`src/design/ist_pkg.sv`:
```
package ist_pkg;

   localparam int MAX_RANGES = 64;
   // One pass can add one range before a later pass merges it away again.
   localparam int SLOTS      = MAX_RANGES + 2;
   localparam int BANKS      = 3;
   localparam int DEPTH      = BANKS * SLOTS;
   localparam int CNT_W      = $clog2(SLOTS + 1);
   localparam int ADDR_W     = $clog2(DEPTH);

   localparam logic [63:0] VAL_MAX = 64'hFFFF_FFFF_FFFF_FFFF;

   localparam logic [1:0] CMD_QUERY    = 2'd0;
   localparam logic [1:0] CMD_INSERT   = 2'd1;
   localparam logic [1:0] CMD_ERASE    = 2'd2;
   localparam logic [1:0] CMD_SIMPLIFY = 2'd3;

   typedef enum logic [1:0] {
      OP_INS,
      OP_ERS,
      OP_SMP
   } op_type;

   typedef struct packed {
      logic [1:0]  command;
      logic [63:0] range_first;
      logic [63:0] range_last;
      logic [6:0]  level;
   } req_type;

   typedef struct packed {
      logic       overlaps;
      logic       covers;
      logic       inside_res;
      logic       is_empty;
      logic       is_full;
      logic [6:0] range_count;
      logic       status;
   } rsp_type;

   // Inclusive bounds of one range.
   typedef struct packed {
      logic [63:0] lo;
      logic [63:0] hi;
   } seg_type;

   // Range held back by a pass: the merged range of an insert or the open
   // range of a simplify.
   typedef struct packed {
      logic    flag;
      seg_type x;
   } stream_type;

   typedef struct packed {
      logic       e1_v;
      seg_type    e1;
      logic       e2_v;
      seg_type    e2;
      stream_type st;
   } step_out_type;

endpackage

```
`src/design/ist_step.sv`:
```
module ist_step import ist_pkg::*; (
   input  op_type       op,
   input  seg_type      elem,
   input  seg_type      piece,
   input  logic [63:0]  mask,
   input  stream_type   st_in,
   output step_out_type out
);

   logic [63:0] s_lo;
   logic [63:0] u_hi;
   logic        below;
   logic        touches;
   logic        joins;

   assign s_lo    = elem.lo & ~mask;
   assign u_hi    = elem.hi | mask;
   assign below   = (piece.lo != 64'd0) && (elem.hi < piece.lo - 64'd1);
   assign touches = !((piece.hi != VAL_MAX) && (elem.lo > piece.hi + 64'd1));
   assign joins   = (st_in.x.hi == VAL_MAX) || (s_lo <= st_in.x.hi + 64'd1);

   always_comb begin
      out      = '0;
      out.st   = st_in;
      unique case (op)
         OP_INS: begin
            if (st_in.flag && below) begin
               out.e1_v = 1'b1;
               out.e1   = elem;
            end else if (st_in.flag && touches) begin
               if (elem.lo < st_in.x.lo) out.st.x.lo = elem.lo;
               if (elem.hi > st_in.x.hi) out.st.x.hi = elem.hi;
            end else if (st_in.flag) begin
               out.e1_v    = 1'b1;
               out.e1      = st_in.x;
               out.e2_v    = 1'b1;
               out.e2      = elem;
               out.st.flag = 1'b0;
            end else begin
               out.e1_v = 1'b1;
               out.e1   = elem;
            end
         end
         OP_ERS: begin
            if (elem.hi < piece.lo || elem.lo > piece.hi) begin
               out.e1_v = 1'b1;
               out.e1   = elem;
            end else begin
               if (elem.lo < piece.lo) begin
                  out.e1_v  = 1'b1;
                  out.e1.lo = elem.lo;
                  out.e1.hi = piece.lo - 64'd1;
               end
               if (elem.hi > piece.hi) begin
                  out.e2_v  = 1'b1;
                  out.e2.lo = piece.hi + 64'd1;
                  out.e2.hi = elem.hi;
               end
            end
         end
         OP_SMP: begin
            if (st_in.flag && joins) begin
               if (u_hi > st_in.x.hi) out.st.x.hi = u_hi;
            end else begin
               out.e1_v    = st_in.flag;
               out.e1      = st_in.x;
               out.st.flag = 1'b1;
               out.st.x.lo = s_lo;
               out.st.x.hi = u_hi;
            end
         end
         default: out = '0;
      endcase
   end

endmodule

```
`config.mk`:
```
export PLATFORM = sky130hd
export DESIGN_NAME = ist_step
export DESIGN_NICKNAME = d
export VERILOG_FILES = /design/src/design/ist_pkg.sv /design/src/design/ist_step.sv
export SDC_FILE = /design/constraint.sdc
export NUM_CORES = 2
export LEC_CHECK = 0
export BUFFER_PORTS_ARGS = -buffer_cell sky130_fd_sc_hd__buf_2
export CORE_AREA = 8 8 321 323
export DETAILED_ROUTE_END_ITERATION = 8
export DIE_AREA = 0 0 329 331
export RECOVER_POWER = 25
export SLEW_MARGIN = 25
export SYNTH_ARGS = -nofsm -noshare
export SYNTH_HDL_FRONTEND = slang
export SYNTH_SLANG_ARGS = --single-unit
```
`constraint.sdc`:
```
create_clock -name vclk -period 10.98
set_input_delay 1.647 -clock vclk [all_inputs]
set_output_delay 1.647 -clock vclk [all_outputs]
set_load 0.02 [all_outputs]
```
==> impl_metrics.py <==
metrics = {
    "status": {
        "result_of_the_run": "finished clean",
    },
    "floorplanning": {
        "core.rowCount": 115,
        "design.core.area_um2": 97700,
        "dieWidth_um": 329,
        "initial_core_util_pct": 25.1,
        "dieHeight_um": 331,
        "design.portCount": 838,
        "floorplan.die_area_um2": 109000,
    },
    "route": {
        "drcViolationCount": 0,
        "drtPass1Iterations": 6,
        "drt-vias-per-instance": 6.09,
        "dr_total_vias": 33400,
        "wirelength_mm": 201,
        "drt_iter0_drc": 3534,
        "wl_per_cell_um": 36.8,
        "detail-route-antenna-nets": 0,
    },
    "global_route": {
        "grt.overflow.total": 0,
        "grt_antenna_before_repair": 96,
        "grt_util_all_layers_pct": 34.5,
        "grt_pass1_vias": 32300,
        "grt_pass1_wl_mm": 265,
        "largest_net_degree_at_the_start_of_global_routing": 95,
    },
    "pwr": {
        "share_clk_of_total_power_pct": 0,
        "power.static_leakage_uw": 0.0150,
        "p_comb_share_pct": 100.0,
        "peakVddDrop_mv": 0.0422,
        "power.share.sequential_pct": 0,
        "power_report.internal_total_uw": 521,
        "netSwitchingFraction_pct": 67.9,
        "power_density_nw_per_um2": 53.3,
        "totalPowerFinal_uw": 1620,
        "p_sw_uw": 1100,
    },
    "setup_path": {
        "critical-path-top-cell-by-count": "clkbuf_1",
        "critPathMaxFanout": 64,
        "timing.critical_path.cells": "buf_2, nor4_1, and4_1, nand2_1, or3_1, clkbuf_1, nor3_1, nand2_1, or3_1, xnor2_1, ha_1, nand4_1, nor4_1, clkbuf_1, nand3_1, a21oi_1, o311ai_0, clkbuf_1, a21o_1, o21ai_4, clkbuf_4, a22o_1, clkbuf_1",
        "crit_path_top_delay_cell": "nor4_1",
        "end_kind": "output port",
        "timing.critical_path.max_delay_family": "simple AND/OR/NAND/NOR gates",
        "arrival_ns": 8.75,
        "cp-endpoint": "out[357]",
        "timing.critical_path.buf_inv": 6,
        "worstPathRequired_ns": 9.33,
        "critical_path.startpoint": "piece[68]",
        "critical_path_cell_count": 23,
        "worst_path_class_setup": "in -> out",
        "worst_path_largest_cell_delay_ns": 0.77,
        "critical_path.startpoint_type": "primary input",
    },
    "synthesis": {
        "yosysSeqAreaShare_pct": 0,
        "synth_area_um2": 24500,
        "synth_cell_types": 75,
        "synth_area_leader_cell": "ha_1",
        "syn-mean-instance-area_um2": 7.30,
        "gate_count_of_the_mapped_netlist": 3361,
        "synth_nets": 4451,
        "synth-warning-count": 0,
        "synth_area_leaders": "ha_1 (33%), xnor2_1 (6.6%), inv_1 (4.9%)",
        "synth_largest_type_area_fraction_pct": 32.6,
    },
    "cells_and_area": {
        "multiInputGateArea_um2": 22800,
        "final-seq-area_um2": 0,
        "layout.nets": 5231,
        "layout.filler_cells": 11000,
        "drive_gt1_share_pct": 21.9,
        "syn2layout_area_growth_pct": 24.0,
        "clkbuf_count": 0,
        "sequential_cell_total": 0,
        "finished_layout_cells": 5475,
    },
    "sta": {
        "tns_ns": 0,
        "setup_repair_after_global_routing_missed_its_margin": "false",
        "layout_min_cycle_time_ns": 10.40,
        "maxClockFrequency_ghz": 0.0962,
        "postLayoutSetupSlackWorst_ns": 0.585,
        "max_slew.worst_pin.slew_ns": 1.12,
        "finalHoldViolations": 0,
        "finalSetupViolCount": 0,
        "hold_ws_ns": 3.71,
        "layout_worst_path_cycle_share_pct": 94.7,
        "report.final.slew_viol_count": 0,
        "slew-limit-headroom_pct": 24.9,
    },
    "place": {
        "gp_congestion": 1.07,
        "place.detailed.hpwl_mm": 171,
        "io_buffers": 838,
        "place_inst": 5425,
        "placement.setup.worst_slack_ns": 0.756,
    },
    "clocking": {
        "cts-hold-fix-buffers": 0,
        "post_cts.resized_instances": 0,
        "setup_repair_bufs_after_cts": 0,
    },
    "flow_run": {
        "maxCapViolations": 0,
    },
    "hold_path": {
        "timing.hold.worst.start": "st_in[125]",
        "hold_path.class": "in -> out",
    },
}
## stage by stage
step / utilization, % / area (um2)
global route: 31.1 / 30400
floorplan: - / 24500
global placement: 31.1 / 30400
CTS: 31.1 / 30400
finish: 31.1 / 30400
detailed placement: 31.1 / 30400
## area by class of cell
type	instances	area share, %
Antenna cell	49	0.403
Inverter	321	3.96
Timing Repair Buffer	901	15.2
Tap cell	1287	5.29
Multi-Input combinational cell	2917	75.1
## routing by layer
layer  GRT usage, %  vias to the layer above  part of all wire (%)
met1           36.9                    15800                    35
met5              0                        -                  0.15
met4           23.5                       46                   8.1
met3           9.53                      681                   9.8
met2           59.3                     2281                    47
li1               -                    14500                     -
## worst min-delay path, stage by stage
cell	delay [ns]
buf_2	0.11
a221o_1	0.14
buf_2	0.16
## synthesized netlist by cell type (all sizes together) (76+ instances only)
master  number
nand2      173
and2        87
nor2b       85
ha         639
clkbuf      76
nand4      154
a21o       113
inv        320
a21oi      239
nor2       132
a221o      113
nor3       102
nand3      192
o21ai       82
xnor2      184
## layout by cell type (no fill, tap or decap), types with 63 or more instances in the layout
| master | instances |
|---|---|
| xnor2_1 | 184 |
| buf_2 | 754 |
| nor2b_1 | 85 |
| nor3_1 | 101 |
| a221o_1 | 113 |
| o21ai_0 | 80 |
| nand4_1 | 154 |
| nor2_1 | 128 |
| and2_1 | 87 |
| a21oi_1 | 236 |
| a22o_1 | 69 |
| inv_1 | 320 |
| nand2_1 | 172 |
| or2_2 | 66 |
| ha_1 | 639 |
| clkbuf_1 | 87 |
| a21o_1 | 113 |
| o2bb2ai_1 | 63 |
| nand3_1 | 191 |
| o221ai_1 | 68 |
## cells by family (layout without fill, tap and decap cells)
group	after synthesis	in the layout	synth area share, %
AND/OR/NAND/NOR	1130	1130	24.8
AO/OA/AOI/OAI	964	964	28.9
other	0	49	0
XOR/XNOR	184	184	6.57
adder cells (fa/ha/maj)	639	639	32.6
buffers and inverters	444	1222	7.12
## worst min-delay path by stage
stage	end	cells after the start
finish	out[125]	3
detailed placement	out[378]	3
global placement	out[378]	3
global route	out[380]	3
CTS	out[378]	3
floorplan	out[128]	1
## power by group through the flow
stage / logic, uW / registers [uW] / clock network, uW
floorplan: 841 / 0 / 0
global placement: 1580 / 0 / 0
detailed placement: 1590 / 0 / 0
CTS: 1590 / 0 / 0
global route: 1710 / 0 / 0.000380
finish: 1620 / 0 / 0.000432
(Power assumes the default switching activity.)
